## src/hdl/fsmf_pkg.sv

```systemverilog
// Shared types and constants for the first substring match finder.
// No dependencies; compile this file first.
package fsmf_pkg;

  localparam int PATTERN_BITS    = 64;
  localparam int PATTERN_SLOTS   = 8;
  localparam int PIDX_BITS       = 3;
  localparam int LEN_BITS        = 4;
  localparam int OUT_OFFSET_BITS = 24;
  localparam int CNT_EXT_BITS    = 32;
  localparam int CFG_INDEX_BITS  = 2;

  localparam logic [CFG_INDEX_BITS-1:0] REG_PATTERN_BYTES  = CFG_INDEX_BITS'(0);
  localparam logic [CFG_INDEX_BITS-1:0] REG_PATTERN_LENGTH = CFG_INDEX_BITS'(1);

  localparam logic [LEN_BITS-1:0] LEN_RESET = LEN_BITS'(4);

  // Per-cycle control for every cell of the window chain.
  typedef struct packed {
    logic shift;
    logic clear;
  } cell_ctl_t;

  // One result item.
  typedef struct packed {
    logic                       found;
    logic [OUT_OFFSET_BITS-1:0] match_offset;
  } result_t;

endpackage

```

## src/hdl/fsmf_in_if.sv

```systemverilog
// Input channel: one buffer byte per item plus the end-of-buffer mark.
// No dependencies.
interface fsmf_in_if;
  logic       valid;
  logic       ready;
  logic [7:0] data_byte;
  logic       last_byte;

  modport source (output valid, output data_byte, output last_byte, input ready);
  modport sink   (input valid, input data_byte, input last_byte, output ready);
endinterface

```

## src/hdl/fsmf_out_if.sv

```systemverilog
// Result channel: found flag and match start offset.
// No dependencies.
interface fsmf_out_if;
  logic        valid;
  logic        ready;
  logic        found;
  logic [23:0] match_offset;

  modport source (output valid, output found, output match_offset, input ready);
  modport sink   (input valid, input found, input match_offset, output ready);
endinterface

```

## src/hdl/fsmf_cfg_if.sv

```systemverilog
// Configuration write channel: register index and write data.
// No dependencies.
interface fsmf_cfg_if;
  logic        valid;
  logic        ready;
  logic [1:0]  index;
  logic [63:0] data;

  modport source (output valid, output index, output data, input ready);
  modport sink   (input valid, input index, input data, output ready);
endinterface

```

## src/hdl/fsmf_cell.sv

```systemverilog
// One window cell: holds one byte, passes it to the next cell on a shift
// and compares its incoming byte with its pattern byte. Uses fsmf_pkg.
module fsmf_cell import fsmf_pkg::*; (
  input  logic      clk,
  input  logic      rst_n,
  input  cell_ctl_t ctl,
  input  logic [7:0] byte_in,
  input  logic [7:0] exp_byte,
  input  logic      active,
  output logic [7:0] byte_out,
  output logic      hit
);

  logic [7:0] byte_r;

  always_ff @(posedge clk) begin
    if (!rst_n || ctl.clear) begin
      byte_r <= 8'd0;
    end else if (ctl.shift) begin
      byte_r <= byte_in;
    end
  end

  assign byte_out = byte_r;
  // The byte entering this cell is its window content after the shift.
  assign hit      = !active || (byte_in == exp_byte);

endmodule

```

## src/hdl/fsmf_result_reg.sv

```systemverilog
// Output register of the result channel; frees itself as it is drained.
// Uses fsmf_pkg and fsmf_out_if.
module fsmf_result_reg import fsmf_pkg::*; (
  input  logic    clk,
  input  logic    rst_n,
  input  logic    load,
  input  result_t res,
  output logic    free,
  fsmf_out_if.source out_chan
);

  logic    valid_r;
  result_t res_r;

  assign free = !valid_r || out_chan.ready;

  always_ff @(posedge clk) begin
    if (!rst_n) begin
      valid_r <= 1'b0;
    end else if (load) begin
      valid_r <= 1'b1;
    end else if (out_chan.ready) begin
      valid_r <= 1'b0;
    end
  end

  always_ff @(posedge clk) begin
    if (load) begin
      res_r <= res;
    end
  end

  assign out_chan.valid        = valid_r;
  assign out_chan.found        = res_r.found;
  assign out_chan.match_offset = res_r.match_offset;

endmodule

```

## src/hdl/first_substring_match_finder_top.sv

```systemverilog
// Top level of the first substring match finder.
// Uses fsmf_pkg, the three channel interfaces, fsmf_cell and fsmf_result_reg.
//
// Usage:
//   in_chan carries one buffer byte per item; last_byte marks the final byte.
//   out_chan carries at most one result item per buffer: found=1 with the
//   start offset of the first match, or found=0 and offset 0 on the end byte
//   when no match occurred. Bytes after a match are dropped until the end
//   byte, which clears the window, byte count and found flag.
//   cfg_chan writes the 64-bit pattern (index 0) or the pattern length
//   (index 1, 0 acts as 1, values above MAX_PATTERN_BYTES are clamped).
//   It is always ready and is meant to be used while the block is idle.
// Timing:
//   One item per cycle while the output register is free. The window is a chain
//   of MAX_PATTERN_BYTES cells that compare in parallel, so a result is
//   registered on the accept edge and is visible on out_chan in the next cycle.
//   in_chan is ready whenever the output register is empty or being drained,
//   so a stalled receiver holds in_chan off only while a result waits.
// Reset:
//   Synchronous, active low. Clears the window, count, found flag and output
//   valid; pattern resets to zero and length to 4.
module first_substring_match_finder_top import fsmf_pkg::*; #(
  parameter int MAX_PATTERN_BYTES = 8,
  parameter int OFFSET_BITS       = 24
) (
  input logic        clk,
  input logic        rst_n,
  fsmf_in_if.sink    in_chan,
  fsmf_out_if.source out_chan,
  fsmf_cfg_if.sink   cfg_chan
);

  // Configuration registers.
  logic [PATTERN_BITS-1:0] pattern_r;
  logic [LEN_BITS-1:0]     length_r;

  assign cfg_chan.ready = 1'b1;

  always_ff @(posedge clk) begin
    if (!rst_n) begin
      pattern_r <= '0;
      length_r  <= LEN_RESET;
    end else if (cfg_chan.valid) begin
      unique case (cfg_chan.index)
        REG_PATTERN_BYTES:  pattern_r <= cfg_chan.data;
        REG_PATTERN_LENGTH: length_r  <= cfg_chan.data[LEN_BITS-1:0];
        default: ;
      endcase
    end
  end

  // Effective pattern length, clamped to 1..MAX_PATTERN_BYTES.
  logic [LEN_BITS-1:0] eff_len;

  always_comb begin
    if (length_r == '0) begin
      eff_len = LEN_BITS'(1);
    end else if (length_r > LEN_BITS'(MAX_PATTERN_BYTES)) begin
      eff_len = LEN_BITS'(MAX_PATTERN_BYTES);
    end else begin
      eff_len = length_r;
    end
  end

  // Buffer state.
  logic [OFFSET_BITS-1:0] bytes_seen_r, bytes_seen_nxt;
  logic                   match_done_r, match_done_nxt;

  logic      res_free;
  logic      in_acc;
  cell_ctl_t ctl;

  assign in_chan.ready = res_free;
  assign in_acc        = in_chan.valid && in_chan.ready;

  // After a match the window freezes; the end byte always clears it.
  assign ctl.shift = in_acc && !match_done_r;
  assign ctl.clear = in_acc && in_chan.last_byte;

  // Window chain. Cell k is the k-th newest byte and pairs with pattern
  // byte eff_len-1-k while it lies inside the pattern length.
  logic [7:0]                   chain [MAX_PATTERN_BYTES+1];
  logic [MAX_PATTERN_BYTES-1:0] hits;

  assign chain[0] = in_chan.data_byte;

  for (genvar k = 0; k < MAX_PATTERN_BYTES; k++) begin : g_cell
    logic [LEN_BITS-1:0] pidx;
    logic [7:0]          exp_byte;
    logic                active;

    assign active   = LEN_BITS'(k) < eff_len;
    assign pidx     = eff_len - LEN_BITS'(1) - LEN_BITS'(k);
    assign exp_byte = pattern_r[pidx[PIDX_BITS-1:0]*8 +: 8];

    fsmf_cell u_cell (
      .clk      (clk),
      .rst_n    (rst_n),
      .ctl      (ctl),
      .byte_in  (chain[k]),
      .exp_byte (exp_byte),
      .active   (active),
      .byte_out (chain[k+1]),
      .hit      (hits[k])
    );
  end

  // Saturating byte count including the byte being accepted.
  logic [OFFSET_BITS-1:0]  seen_inc;
  logic [OFFSET_BITS-1:0]  len_wide;
  logic [OFFSET_BITS-1:0]  start_off;
  logic [CNT_EXT_BITS-1:0] start_ext;
  logic                    match;
  logic                    emit;
  result_t                 res;

  assign seen_inc  = (bytes_seen_r == '1) ? bytes_seen_r : bytes_seen_r + OFFSET_BITS'(1);
  assign len_wide  = OFFSET_BITS'(eff_len);
  assign start_off = seen_inc - len_wide;
  assign start_ext = CNT_EXT_BITS'(start_off);

  assign match = ctl.shift && (seen_inc >= len_wide) && (&hits);
  assign emit  = match || (ctl.shift && in_chan.last_byte);

  assign res.found        = match;
  assign res.match_offset = match ? start_ext[OUT_OFFSET_BITS-1:0] : '0;

  always_comb begin
    bytes_seen_nxt = bytes_seen_r;
    match_done_nxt = match_done_r;
    if (ctl.clear) begin
      bytes_seen_nxt = '0;
      match_done_nxt = 1'b0;
    end else if (ctl.shift) begin
      bytes_seen_nxt = seen_inc;
      match_done_nxt = match;
    end
  end

  always_ff @(posedge clk) begin
    if (!rst_n) begin
      bytes_seen_r <= '0;
      match_done_r <= 1'b0;
    end else begin
      bytes_seen_r <= bytes_seen_nxt;
      match_done_r <= match_done_nxt;
    end
  end

  fsmf_result_reg u_result (
    .clk      (clk),
    .rst_n    (rst_n),
    .load     (emit),
    .res      (res),
    .free     (res_free),
    .out_chan (out_chan)
  );

`ifndef ASSERT_OFF
  // The end byte of a buffer that had no earlier match always yields a result.
  a_end_gives_result: assert property (@(posedge clk) disable iff (!rst_n)
    (in_acc && in_chan.last_byte && !match_done_r) |=> out_chan.valid)
    else $error("end byte without earlier match gave no result");

  // The end byte leaves the buffer state cleared.
  a_end_clears: assert property (@(posedge clk) disable iff (!rst_n)
    (in_acc && in_chan.last_byte) |=> (bytes_seen_r == '0 && !match_done_r))
    else $error("buffer state not cleared after end byte");

  // The found flag is only ever set together with a reported match.
  a_done_with_result: assert property (@(posedge clk) disable iff (!rst_n)
    $rose(match_done_r) |-> (out_chan.valid && out_chan.found))
    else $error("found flag set without a found result");

  // While a match is pending, no further result may be produced.
  a_no_second_result: assert property (@(posedge clk) disable iff (!rst_n)
    match_done_r |-> !match)
    else $error("second match reported within one buffer");
`endif

endmodule
```

## src/flat_wrapper.sv

```systemverilog
// flat-port wrapper written by rule: the top's interface ports become plain ports
module first_substring_match_finder_top_flat import fsmf_pkg::*;
#(
  parameter int MAX_PATTERN_BYTES = 8,
  parameter int OFFSET_BITS       = 24
)
  (clk, rst_n, in_chan_valid, in_chan_data_byte, in_chan_last_byte, in_chan_ready, out_chan_valid, out_chan_found, out_chan_match_offset, out_chan_ready, cfg_chan_valid, cfg_chan_index, cfg_chan_data, cfg_chan_ready);
  fsmf_in_if in_chan_i ();
  fsmf_out_if out_chan_i ();
  fsmf_cfg_if cfg_chan_i ();
  input logic clk;
  input logic rst_n;
  input wire logic [$bits(in_chan_i.valid)-1:0] in_chan_valid;
  input wire logic [$bits(in_chan_i.data_byte)-1:0] in_chan_data_byte;
  input wire logic [$bits(in_chan_i.last_byte)-1:0] in_chan_last_byte;
  output wire logic [$bits(in_chan_i.ready)-1:0] in_chan_ready;
  output wire logic [$bits(out_chan_i.valid)-1:0] out_chan_valid;
  output wire logic [$bits(out_chan_i.found)-1:0] out_chan_found;
  output wire logic [$bits(out_chan_i.match_offset)-1:0] out_chan_match_offset;
  input wire logic [$bits(out_chan_i.ready)-1:0] out_chan_ready;
  input wire logic [$bits(cfg_chan_i.valid)-1:0] cfg_chan_valid;
  input wire logic [$bits(cfg_chan_i.index)-1:0] cfg_chan_index;
  input wire logic [$bits(cfg_chan_i.data)-1:0] cfg_chan_data;
  output wire logic [$bits(cfg_chan_i.ready)-1:0] cfg_chan_ready;
  assign in_chan_i.valid = in_chan_valid;
  assign in_chan_i.data_byte = in_chan_data_byte;
  assign in_chan_i.last_byte = in_chan_last_byte;
  assign in_chan_ready = in_chan_i.ready;
  assign out_chan_valid = out_chan_i.valid;
  assign out_chan_found = out_chan_i.found;
  assign out_chan_match_offset = out_chan_i.match_offset;
  assign out_chan_i.ready = out_chan_ready;
  assign cfg_chan_i.valid = cfg_chan_valid;
  assign cfg_chan_i.index = cfg_chan_index;
  assign cfg_chan_i.data = cfg_chan_data;
  assign cfg_chan_ready = cfg_chan_i.ready;
  first_substring_match_finder_top #(.MAX_PATTERN_BYTES(MAX_PATTERN_BYTES), .OFFSET_BITS(OFFSET_BITS)) u_core (.clk(clk), .rst_n(rst_n), .in_chan(in_chan_i), .out_chan(out_chan_i), .cfg_chan(cfg_chan_i));
endmodule
```

## config.mk

```make
export PLATFORM = sky130hd
export DESIGN_NAME = first_substring_match_finder_top_flat
export DESIGN_NICKNAME = d
export VERILOG_FILES = /design/src/hdl/fsmf_pkg.sv /design/src/hdl/fsmf_in_if.sv /design/src/hdl/fsmf_out_if.sv /design/src/hdl/fsmf_cfg_if.sv /design/src/hdl/fsmf_cell.sv /design/src/hdl/fsmf_result_reg.sv /design/src/hdl/first_substring_match_finder_top.sv /design/src/flat_wrapper.sv
export SDC_FILE = /design/constraint.sdc
export NUM_CORES = 1
export LEC_CHECK = 0
export BUFFER_PORTS_ARGS = -buffer_cell sky130_fd_sc_hd__buf_4
export CAP_MARGIN = 20
export CORE_MARGIN = 2
export CORE_UTILIZATION = 48
export DETAILED_ROUTE_END_ITERATION = 16
export HOLD_SLACK_MARGIN = 0.06
export MAX_ROUTING_LAYER = met4
export PLACE_DENSITY_LB_ADDON = 0.05
export SKIP_CTS_REPAIR_TIMING = 1
export SYNTH_ARGS = -nofsm -noshare
export SYNTH_HDL_FRONTEND = slang
export SYNTH_HIERARCHICAL = 1
export SYNTH_SLANG_ARGS = --single-unit
export TNS_END_PERCENT = 100
```

## constraint.sdc

```tcl
create_clock -name clk -period 4.65 [get_ports clk]
set_input_delay 0.465 -clock clk [delete_from_list [all_inputs] [get_ports clk]]
set_output_delay 0.465 -clock clk [all_outputs]
set_load 0.03 [all_outputs]
```

; ---- After elaboration in Yosys (flattened, before gate mapping)
; Cells that the tools add are included.
; Widths: inputs -> output; s select.
[op_classes]
add_sub_neg = 10
magnitude_cmp = 10
eq_ne = 10
shifts = 8
n_mux = 5
bitwise = 1
reduce_logical = 35
[op_table]
columns = cell, n
row1 = $shiftx 64x7->8, 8
row2 = $eq 8x8->1, 8
row3 = $add 24x1->24 const B, 1
row4 = $eq 24x24->1 const B, 1
row5 = $ge 24x4->1, 1
row6 = $mux 24, 1
row7 = $sub 24x4->24, 1
row8 = $lt 3x4->1 const A, 4
row9 = $sub 3x3->3 const B, 4
row10 = $logic_not 1->1, 11
row11 = $logic_or 1x1->1, 11
row12 = $lt 1x4->1 const A, 2
row13 = $lt 2x4->1 const A, 2
row14 = $mux 4, 2
row15 = $reduce_and 8->1, 1
row16 = $logic_and 1x1->1, 6
row17 = $sub 3x1->3 const B, 2
row18 = $sub 3x2->3 const B, 2
row19 = $gt 4x4->1 const B, 1
row20 = $logic_not 4->1, 1
row21 = $reduce_and 2->1, 2
row22 = $eq 2x1->1 const B, 1
row23 = $logic_not 2->1, 1
row24 = $mux 1, 2
row25 = 3 further kinds, 3
[word_totals]
ff_bits = 175
input_bits = 80
output_inout_bits = 28
wordCells = 93

; ---- Depth between registers and ports, before layout
; Gate-level depths: netlist (run 1).
[logic_depth]
word_depth = 12
mapped_depth = 21
mapped_depth_nobuf = 18

; ---- Hierarchy
; Netlist (run 1), hierarchy kept.
[modules_own_cells]
columns = module, instances, cells_per_inst, area_each_um2, seq_area_each_um2
row1 = first_substring_match_finder_top, 1, 933, 7528.5, 1861.8
row2 = fsmf_cell, 8, 38, 380.4, 160.2
row3 = fsmf_result_reg, 1, 29, 799.5, 770.7

; ---- Worst setup path after synthesis (run 1)
; Ideal clock, no wire load.
[synth_timing]
kind = register to register
from = register u_core.length_r[3]
to = register u_core.u_result.res_r (netlist bit u_core/u_result/out_chan.found), enable pin
arrival_ns = 4.707
required_ns = 4.287
path_slack_ns = -0.420
path_stages_with_launch = 18
path_cell_list = dfxtp_1 > or3_1 > a21boi_1 > buf_2 > buf_1 > ha_1 > xnor2_1 > xor2_1 > buf_4 > mux2_2 > xnor2_1 > nand4_1 > o21ai_1 > nand4_1 > nor3_1 > o41ai_4 > buf_6 > nand2_2
[synth_rtl]
columns = element, line
row1 = start: declaration, first_substring_match_finder_top.sv:35  ; logic [LEN_BITS-1:0] length_r;
row2 = start signal: assignment, first_substring_match_finder_top.sv:46  ; REG_PATTERN_LENGTH: length_r <= cfg_chan.data[LEN_BITS-1:0];
row3 = $gt 4x4->1, first_substring_match_finder_top.sv:58  ; end else if (length_r > LEN_BITS'(MAX_PATTERN_BYTES)) begin
row4 = $mux 4, first_substring_match_finder_top.sv:58
row5 = $mux 4 (*), first_substring_match_finder_top.sv:56  ; if (length_r == '0) begin
row6 = $lt 1x4->1 (*), first_substring_match_finder_top.sv:92  ; assign active = LEN_BITS'(k) < eff_len;
row7 = via u_core.g_cell[1].active, first_substring_match_finder_top.sv:90  ; logic active;
row8 = $logic_not 1->1 (*), fsmf_cell.sv:26  ; assign hit = !active || (byte_in == exp_byte);
row9 = $logic_or 1x1->1 (*), fsmf_cell.sv:26
row10 = $reduce_and 8->1 (*), first_substring_match_finder_top.sv:122  ; assign match = ctl.shift && (seen_inc >= len_wide) && (&hits);
row11 = $logic_and 1x1->1 (*), first_substring_match_finder_top.sv:122
row12 = $logic_or 1x1->1 (*), first_substring_match_finder_top.sv:123  ; assign emit = match || (ctl.shift && in_chan.last_byte);
row13 = via u_core.emit, first_substring_match_finder_top.sv:114  ; logic emit;
row14 = end signal: assignment, fsmf_result_reg.sv:29  ; res_r <= res;
row15 = end: declaration, fsmf_result_reg.sv:13  ; result_t res_r;
; Mark *: on every way through the listed nets, which the timed path passes. The rest lies on a longest branch.
; A chain may end at the register's enable or synchronous reset.

; ---- Worst setup path after layout (run 1)
[layout_timing]
from = register u_core.length_r[3]
to = register u_core.u_result.res_r (netlist bit u_core/u_result/out_chan.match_offset[2]), enable pin
; Same word-level chain as after synthesis.

==> metrics.md, run 1 <==
| Metric | Value |
|---|---|
| Fmax | 227.4 MHz |
| GPL Wtd Cong | 0.9408 |
| Fin. max-slew vios | 0 |
| Vias in the first global route | 8,510 |
| P&R area growth vs syn | 14.13% |
| Sinks on Clock Net | 175 |
| Mapped cell area | 11,080 sq um |
| I/O Buffers | 106 |
| DR DRC count | 0 |
| Crit path capture type | flip-flop |
| DIE WIDTH | 155.9 microns |
| Peak supply drop | 0.1959 mV |
| First-pass GRT wire length | 47,770 microns |
| Clock buffer depth | 2 |
| Die Footprint | 24,310 sq um |
| Area of the core | 22,640 sq um |
| Pre-Repair DR Iteration Count | 5 |
| Final core utilization | 55.84% |
| N_diodes | 0 |
| CP startpoint kind | flip-flop |
| Final count of negative-setup-slack endpoints | 0 |
| Flop2flop setup slack | around 250 ps |
| Worst skew pair latency | about 440 ps |
| CTS tree | done |
| Reg-to-Reg Start | u_core/length_r[3]$_SDFFE_PN0P_ |
| Final Critical Period | 4397 ps |
| All-Layer GR Usage | approximately a quarter |
| Die Ht | 155.9 microns |
| Hold path cells | 3 |
| Worst hold path type | primary input to flip-flop |
| Detail Route Antenna Nets | 0 |
| Via count | roughly 8,900 |
| Slew headroom | 50.14% |
| Share of cells above drive strength 1 | 20.42% |
| Syn Inst Count | approximately 1,200 |
| Most common cell after layout, fill and taps aside | nand2_1 |
| Layout Nets | about 1,400 |
| Initial Utilization | 48.93% |
| Critical Path AT | 4500 ps |
| Total CTS buffers | 17 |
| RSZ-0062 raised after global routing | false |
| Status | complete, no violations |
| Synthesized Nets | ~1,300 |
| Worst Hold Slack | 252.9 ps |
| # rows | 55 |
| Setup CP Type | flip-flop to flip-flop |
| Final Cell Area | 12,640 sq um |
| Largest net degree at the start of global routing | 78 |
| Hpwl dp | 23,650 microns |
| P per Cell Area | roughly 290 nW/um^2 |
| Crit Path Max Fanout | 26 |
| Clock skew | 11.17 ps |
| Clk root buf | clkbuf_16 |
| I/O Pins | 108 |
| Final Hold Viols | 0 |
| Post-DP Area | between 10,000 and 15,000 sq um |
| Synthesized area per cell | 8.941 sq um |
| DP Worst Slack | 72.41 ps |
| Hold Path Sink | u_core/length_r[2]$_SDFFE_PN1P_ |
| Avg WL per Cell | 19.06 microns |
| Register-to-Register Path Depth | 14 |
| Commonest cells after routing, fill and taps aside | nand2_1, mux2i_1, dfxtp_1 |
| Final WL | 30,630 microns |
| Hold wc startpoint | cfg_chan_data[2] |
| Setup_tns | 0 ps |
| CP required | 4750 ps |
| Grt ovf | 0 |
| H-tree depth | 4 |
| Leak pwr | 5.259 nW |
| Initial antenna violation count | 0 |
| Filler cells | 2,130 |
| Final Worst Setup Slack | 252.7 ps |
| Max Cap Viol | 0 |
| Reg-to-reg endpoint | u_core/u_result/out_chan.match_offset[2]$_DFFE_PP_ |
| Tightest Pin Transition | 747.0 ps |
| Clock Pin Slew Worst Setup and Hold Paths | 70 ps |
| Crit share post-route | 94.56% |
| 1st-iter DRT viols | 624 |
| Yosys warns | 6 |
| Routed vias/inst | 5.539 |
## sequential cells by signal, summed over array words and instances (netlist names)
signal,cells
u_core/bytes_seen_r,24
u_core/g_cell.u_cell/byte_out,56
u_core/length_r,4
u_core/match_done_r,1
u_core/pattern_r,64
u_core/u_result/out_chan.found,1
u_core/u_result/out_chan.match_offset,24
u_core/u_result/out_chan.valid,1
## through the flow
stage	total power, mW	std cells
2_1_floorplan	2.077	1239
3_3_place_gp	2.265	1575
3_5_place_dp	2.272	1575
4_1_cts	3.726	1607
5_1_grt	3.831	1607
6_report	3.694	1607
## routing by layer
layer / up-vias / GRT usage (%) / wire [microns] / part of all wire (%)
met5: - / - / 0 / 0
met3: 37 / 3.806 / 1416 / 4.6
met2: 208 / 43.83 / 14610 / 48
met1: 4251 / 33.61 / 13880 / 45
li1: 4405 / - / - / -
met4: 0 / 7.995 / 720 / 2.4
## report_power, final
part | switching (mW) | internal [mW] | total (mW) | leakage [nW]
Clock | 0.675 | 0.777 | 1.45 | 0.286
Combinational | 0.349 | 0.293 | 0.641 | 3.51
Sequential | 0.0345 | 1.57 | 1.60 | 1.46
Total | 1.06 | 2.64 | 3.69 | 5.26
## layout make-up
class	count	area, sq um	area share [%]
multi-input combinational	964	6838	54.08
sequential	175	3754	29.69
timing repair buffer	136	1050	8.303
clock buffer	19	442.9	3.503
tap	285	356.6	2.820
clock inverter	13	145.1	1.148
inverter	15	57.56	0.4552
## worst max path at each step
stage | to | slack [ps] | startpoint | depth (start not counted)
3_3_place_gp | u_core/u_result/out_chan.match_offset[3]$_DFFE_PP_ | 100 | u_core/length_r[3]$_SDFFE_PN0P_ | 14
4_1_cts | u_core/u_result/out_chan.match_offset[2]$_DFFE_PP_ | 50 | u_core/length_r[3]$_SDFFE_PN0P_ | 14
2_1_floorplan | u_core/u_result/out_chan.found$_DFFE_PP_ | 60 | u_core/length_r[3]$_SDFFE_PN0P_ | 17
6_report | u_core/u_result/out_chan.match_offset[2]$_DFFE_PP_ | 250 | u_core/length_r[3]$_SDFFE_PN0P_ | 14
3_5_place_dp | u_core/u_result/out_chan.match_offset[3]$_DFFE_PP_ | 70 | u_core/length_r[3]$_SDFFE_PN0P_ | 14
5_1_grt | u_core/u_result/out_chan.match_offset[4]$_DFFE_PP_ | 50 | u_core/bytes_seen_r[0]$_SDFFE_PP0P_ | 17
## critical path: stages, from the launching register on
cell      delay (ps)
dfxtp_1          370
or3_1            450
a21boi_4         190
ha_4             490
buf_4            250
mux2i_1          420
mux2_2           290
xnor2_1          140
nand4_1          170
o21ai_1          160
nand4_1          140
nor3_2           380
o41ai_4          170
nand2_2           80
buf_4            330
Note: power is estimated with default switching activity, not from simulation.
==> run 2, diff against run 1 <==
--- a/config.mk
+++ b/config.mk
@@ -12,7 +12,7 @@
 export DETAILED_ROUTE_END_ITERATION = 16
 export HOLD_SLACK_MARGIN = 0.06
 export MAX_ROUTING_LAYER = met4
-export PLACE_DENSITY_LB_ADDON = 0.05
+export PLACE_DENSITY = 0.69
 export SKIP_CTS_REPAIR_TIMING = 1
 export SYNTH_ARGS = -nofsm -noshare
 export SYNTH_HDL_FRONTEND = slang
==> run 2 against run 1 <==
Net effect: maximum frequency fell by 0.47%; clock-buffer cell count did not move; sequential share of layout area fell by 0.11 points; utilization rose by 0.27 points; non-clock buffer count rose by 2; critical path type unchanged; largest cell class unchanged.
==> metrics.md, run 2 (synthesis gave the netlist of run 1 again) <==
| Metric | Value |
|---|---|
| Commonest cells after routing, fill and taps aside | nand2_1, mux2i_1, dfxtp_1 |
| Crit Path Max Fanout | 16 |
| Most common cell after layout, fill and taps aside | nand2_1 |
| I/O Pins | 108 |
| Register area | ~3800 sq um |
| Detail Route Antenna Nets | 0 |
| Die Ht | 155.9 microns |
| P per Cell Area | 288.5 nW/um^2 |
| Most flops, register | u_core/pattern_r |
| Die Footprint | 24,310 sq um |
| Share of cells above drive strength 1 | 20.92% |
| Pwr Total | 3.665 mW |
| Routed vias/inst | 5.558 |
| Final Hold Viols | 0 |
| Vias in the first global route | 8,338 |
| Area of the core | between 20,000 and 25,000 sq um |
| Multi-input gate area | 6849 sq um |
| Crit path capture type | flip-flop |
| Critical Path AT | 4620 ps |
| Largest net degree at the start of global routing | 78 |
| Fin. max-slew vios | 0 |
| 1st-iter DRT viols | ~790 |
| Initial antenna violation count | 0 |
| Worst skew pair latency | 450 ps |
| Crit share post-route | between 90 and 100% |
| Setup_tns | 0 ps |
| N_diodes | 0 |
| GPL Wtd Cong | 0.9498 |
| Max reg flops | 64 |
| P&R area growth vs syn | 14.68% |
| Tightest Pin Transition | 913.5 ps |
| Leak pwr | 5.278 nW |
| First-pass GRT wire length | between 40,000 and 50,000 microns |
| CTS tree | done |
| Hpwl dp | approximately 22,000 microns |
| CP startpoint kind | flip-flop |
| Peak supply drop | 0.2534 mV |
| Layout Nets | 1,400 |
| Initial Utilization | 48.93% |
| Sinks on Clock Net | 175 |
| DIE WIDTH | around 160 microns |
| Max Cap Viol | 0 |
| Hold wc startpoint | cfg_chan_data[2] |
| Slew headroom | 39.10% |
| Clock Pin Slew Worst Setup and Hold Paths | 80 ps |
| Via count | ~8,900 |
| Filler cells | 2,020 |
| Fmax | around 230 MHz |
| Final count of negative-setup-slack endpoints | 0 |
| Reg-to-Reg Start | u_core/bytes_seen_r[15]$_SDFFE_PP0P_ |
| Final Worst Setup Slack | about 230 ps |
| I/O Buffers | 106 |
| Final Critical Period | 4418 ps |
| Status | complete, no violations |
| Worst hold path type | primary input to flip-flop |
| Total CTS buffers | 17 |
| DP Worst Slack | 237.0 ps |
| Setup CP Type | flip-flop to flip-flop |
| Clock skew | ~15 ps |
| Pre-Repair DR Iteration Count | 5 |
| H-tree depth | 4 |
| Avg WL per Cell | 18.04 microns |
| CP required | around 4900 ps |
| Final WL | 29,020 microns |
| Grt ovf | 0 |
| # rows | between 50 and 60 |
| Clock buffer depth | 2 |
| Clk root buf | clkbuf_16 |
| Critical Path Start | u_core/bytes_seen_r[15]$_SDFFE_PP0P_ |
| All-Layer GR Usage | 24.76% |
| DR DRC count | 0 |
## run 2: final timing paths
check,to,slack (ps),cells past startpoint
hold / removal,u_core/length_r[2]$_SDFFE_PN1P_,270,3
hold reg to reg,u_core/match_done_r$_SDFFE_PP0P_,470,2
setup / recovery,u_core/u_result/out_chan.match_offset[3]$_DFFE_PP_,230,17
setup reg to reg,u_core/u_result/out_chan.match_offset[3]$_DFFE_PP_,230,17
## run 2: through the flow
stage | instances | area (sq um) | hold WS (ps) | utilization (%)
3_3_place_gp | 1566 | 11990 | 448.3 | 52.96
6_report | 1609 | 12700 | 268.9 | 56.11
5_1_grt | 1609 | 12700 | 278.9 | 56.11
4_1_cts | 1598 | 12560 | 260.5 | 55.49
3_5_place_dp | 1566 | 11990 | 460.3 | 52.96
2_1_floorplan | 1239 | 11120 | 431.1 | -
## run 2: layer usage
layer | GRT usage [%] | routed length, microns | up-vias
met3 | 3.194 | 1393 | 36
li1 | - | - | 4409
met1 | 35.26 | 14310 | 4259
met2 | 37.38 | 12880 | 239
met4 | 5.985 | 441 | 0
met5 | - | 0 | -
## run 2: layout make-up
class,instances,share of cell area (%)
Multi-Input combinational cell,964,53.91
Sequential cell,175,29.57
Timing Repair Buffer,138,8.745
Clock buffer,19,3.496
Tap cell,285,2.807
Clock inverter,13,1.014
Inverter,15,0.4530
## run 2: worst max-delay path: stages, from the launching register on
cell and delay, ps:
dfxtp_1 460, and4_4 340, and3_2 290, nand2_1 110, buf_4 170, nand2_1 60
nand2_1 120, fa_1 450, a21o_1 190, a21oi_1 170, o2111ai_1 180, a21o_2 290
and2b_4 310, nand3_1 140, o41ai_4 420, buf_4 200, nand2_4 80, buf_12 170
## run 2: power by group
group	internal (mW)	switching [mW]
clock network	0.765	0.662
logic	0.296	0.342
registers	1.57	0.0327
==> run 3, diff against run 2 <==
--- a/config.mk
+++ b/config.mk
@@ -5,6 +5,7 @@
 export SDC_FILE = /design/constraint.sdc
 export NUM_CORES = 1
 export LEC_CHECK = 0
+export ABC_AREA = 1
 export BUFFER_PORTS_ARGS = -buffer_cell sky130_fd_sc_hd__buf_4
 export CAP_MARGIN = 20
 export CORE_MARGIN = 2
==> run 3 against run 2 <==
Net effect: clock skew decreased by 3.5 ps; first-iteration DRC count increased by 18%; sequential power increased by 3%; combinational power increased by 130%; non-clock buffer count decreased by 13; final cell count increased by 34%; worst setup slack improved by 140 ps; hold slack got worse by 34 ps; global-route usage increased by 2.4 points; sequential cell count unchanged; wire length increased by 11%; highest routed layer unchanged.
==> metrics.md, run 3 <==
| Metric | Value |
|---|---|
| Final Cell Area | 12,860 sq um |
| Hold path cells | 3 |
| Most flops, register | u_core/pattern_r |
| CP required | ~4800 ps |
| Vias in the first global route | 9,371 |
| Detail Route Antenna Nets | 0 |
| Initial antenna violation count | 0 |
| GPL Wtd Cong | 1.030 |
| P&R area growth vs syn | 14.26% |
| Hpwl dp | 24,820 microns |
| Status | complete, no violations |
| Leak pwr | between 5 and 6 nW |
| Critical Path Start | u_core/length_r[3]$_SDFFE_PN0P_ |
| I/O Pins | 108 |
| Flop2flop setup slack | 380 ps |
| Logic pwr share | 31.6% |
| DIE WIDTH | 157.1 microns |
| Tightest Pin Transition | 1031 ps |
| Int Pwr | roughly 2.8 mW |
| Via count | 10,980 |
| 1st-iter DRT viols | just over 900 |
| Synthesized Nets | around 1,800 |
| P per Cell Area | between 300 and 400 nW/um^2 |
| Mapped cell area | 11,260 sq um |
| Filler cells | 2,344 |
| Reg-to-reg endpoint | u_core/u_result/out_chan.match_offset[22]$_DFFE_PP_ |
| Most common cell after layout, fill and taps aside | nand2_1 |
| CP startpoint kind | flip-flop |
| Peak supply drop | 0.2422 mV |
| Die Footprint | ~25,000 sq um |
| Switch share | between 30% and 40% |
| Fmax | 234.0 MHz |
| Syn Inst Count | between 1,500 and 2,000 |
| Fin. max-slew vios | 0 |
| Max Cap Viol | 0 |
| Clock buffer depth | 2 |
| Post-route insts no fill | 2,160 |
| Critical Path AT | 4400 ps |
| # rows | 56 |
| Pre-Repair DR Iteration Count | 6 |
| Largest net degree at the start of global routing | around 110 |
| Clock Pin Slew Worst Setup and Hold Paths | approximately 80 ps |
| Final core utilization | 55.29% |
| Layout Nets | 1,917 |
| Register-to-Register Path Depth | 23 |
| Clock skew | 11.63 ps |
| Worst setup path end | u_core/u_result/out_chan.match_offset[22]$_DFFE_PP_ |
| Final count of negative-setup-slack endpoints | 0 |
| Setup_tns | 0 ps |
| Share of cells above drive strength 1 | a little over an eighth |
| Crit Path Max Fanout | 47 |
| Power share of the clock group | about a third |
| Initial Utilization | 48.39% |
| Reg-to-Reg Start | u_core/length_r[3]$_SDFFE_PN0P_ |
| Avg WL per Cell | approximately 15 microns |
| Die Ht | approximately 160 microns |
| All-Layer GR Usage | 27.11% |
| Crit path capture type | flip-flop |
| Synthesized area per cell | 6.396 sq um |
| Final Hold Viols | 0 |
| Routed vias/inst | 5.085 |
| First-pass GRT wire length | 50,260 microns |
| Total CTS buffers | 17 |
| Grt ovf | 0 |
| Slew headroom | a little under a third |
| Setup CP Type | flip-flop to flip-flop |
| Multi-input gate area | slightly above 6000 sq um |
| Area of the core | 23,260 sq um |
| Worst skew pair latency | 450 ps |
| DR DRC count | 0 |
| Final WL | 32,280 microns |
| I/O Buffers | 106 |
| RSZ-0062 raised after global routing | false |
| Yosys warns | 6 |
| H-tree depth | 4 |
| N_diodes | 0 |
| Max reg flops | 64 |
| Placed Instances | 2,127 |
| Switching pwr | roughly 1.7 mW |
| Clk root buf | clkbuf_16 |
| Final Critical Period | 4274 ps |
| Crit share post-route | about nine tenths |
| Sinks on Clock Net | ~180 |
| Worst hold path type | primary input to flip-flop |
| Register area | 3754 sq um |
| Commonest cells after routing, fill and taps aside | nand2_1, inv_1, o21ai_0 |
| Reg power frac | 36.2% |
| Post-DP Area | 12,240 sq um |
| Pwr Total | ~4.6 mW |
| CTS tree | done |
[run 3: power by group through the flow]
stage          Combinational (mW)  Sequential (mW)  Clock, mW
2_1_floorplan                1.02             1.69          0
3_5_place_dp                 1.41             1.69          0
6_report                     1.44             1.65       1.47
5_1_grt                      1.60             1.66       1.56
3_3_place_gp                 1.39             1.68          0
4_1_cts                      1.41             1.65       1.50
[run 3: worst min-delay path by stage]
stage / start / to / slack, ps
final: cfg_chan_data[36] / u_core/pattern_r[36]$_SDFFE_PN0P_ / 230
after global placement: u_core/pattern_r[42]$_SDFFE_PN0P_ / u_core/pattern_r[42]$_SDFFE_PN0P_ / 470
after detailed placement: u_core/pattern_r[47]$_SDFFE_PN0P_ / u_core/pattern_r[47]$_SDFFE_PN0P_ / 480
after CTS: cfg_chan_data[39] / u_core/pattern_r[39]$_SDFFE_PN0P_ / 230
after floorplan: u_core/pattern_r[11]$_SDFFE_PN0P_ / u_core/pattern_r[11]$_SDFFE_PN0P_ / 450
after global routing: cfg_chan_data[32] / u_core/pattern_r[32]$_SDFFE_PN0P_ / 240
[run 3: layer usage]
layer | vias to the layer above | track usage, % | wire, microns
met5 | - | - | 0
met4 | 0 | 8.225 | 869
met3 | 56 | 4.075 | 1764
met2 | 370 | 42.88 | 14800
met1 | 4877 | 36.00 | 14840
li1 | 5680 | - | -
[run 3: cell type report]
class,instances,share of cell area [%]
multi-input combinational,1260,48.34
sequential,175,29.18
timing repair buffer,125,7.354
inverter,249,7.267
clock buffer,17,3.307
tap,319,3.103
clock inverter,15,1.449
[run 3: through the flow]
step,hold WS (ps),setup WS [ps]
global placement,467.2,471.6
floorplan,449.6,248.8
global route,238.1,64.55
CTS,228.8,440.1
detailed placement,475.5,449.4
finish,234.8,375.8
[run 3: worst max-delay path, cell delays in order, from the launching register on]
cell     delay [ps]
dfxtp_1         350
inv_1           170
nand2_1         120
nand2_4         140
inv_1            70
ha_1            300
inv_1           170
xor2_4          160
buf_4           390
nor2_1           80
a21oi_1         210
inv_1            90
nand2_1          60
o21ai_0         240
xnor2_1         220
nand2_1          70
nor2_1          110
nand2_1         110
nand2_1          70
nand4_1         140
nor3_4          220
nand2_4          70
o21ai_2          50
buf_4           310
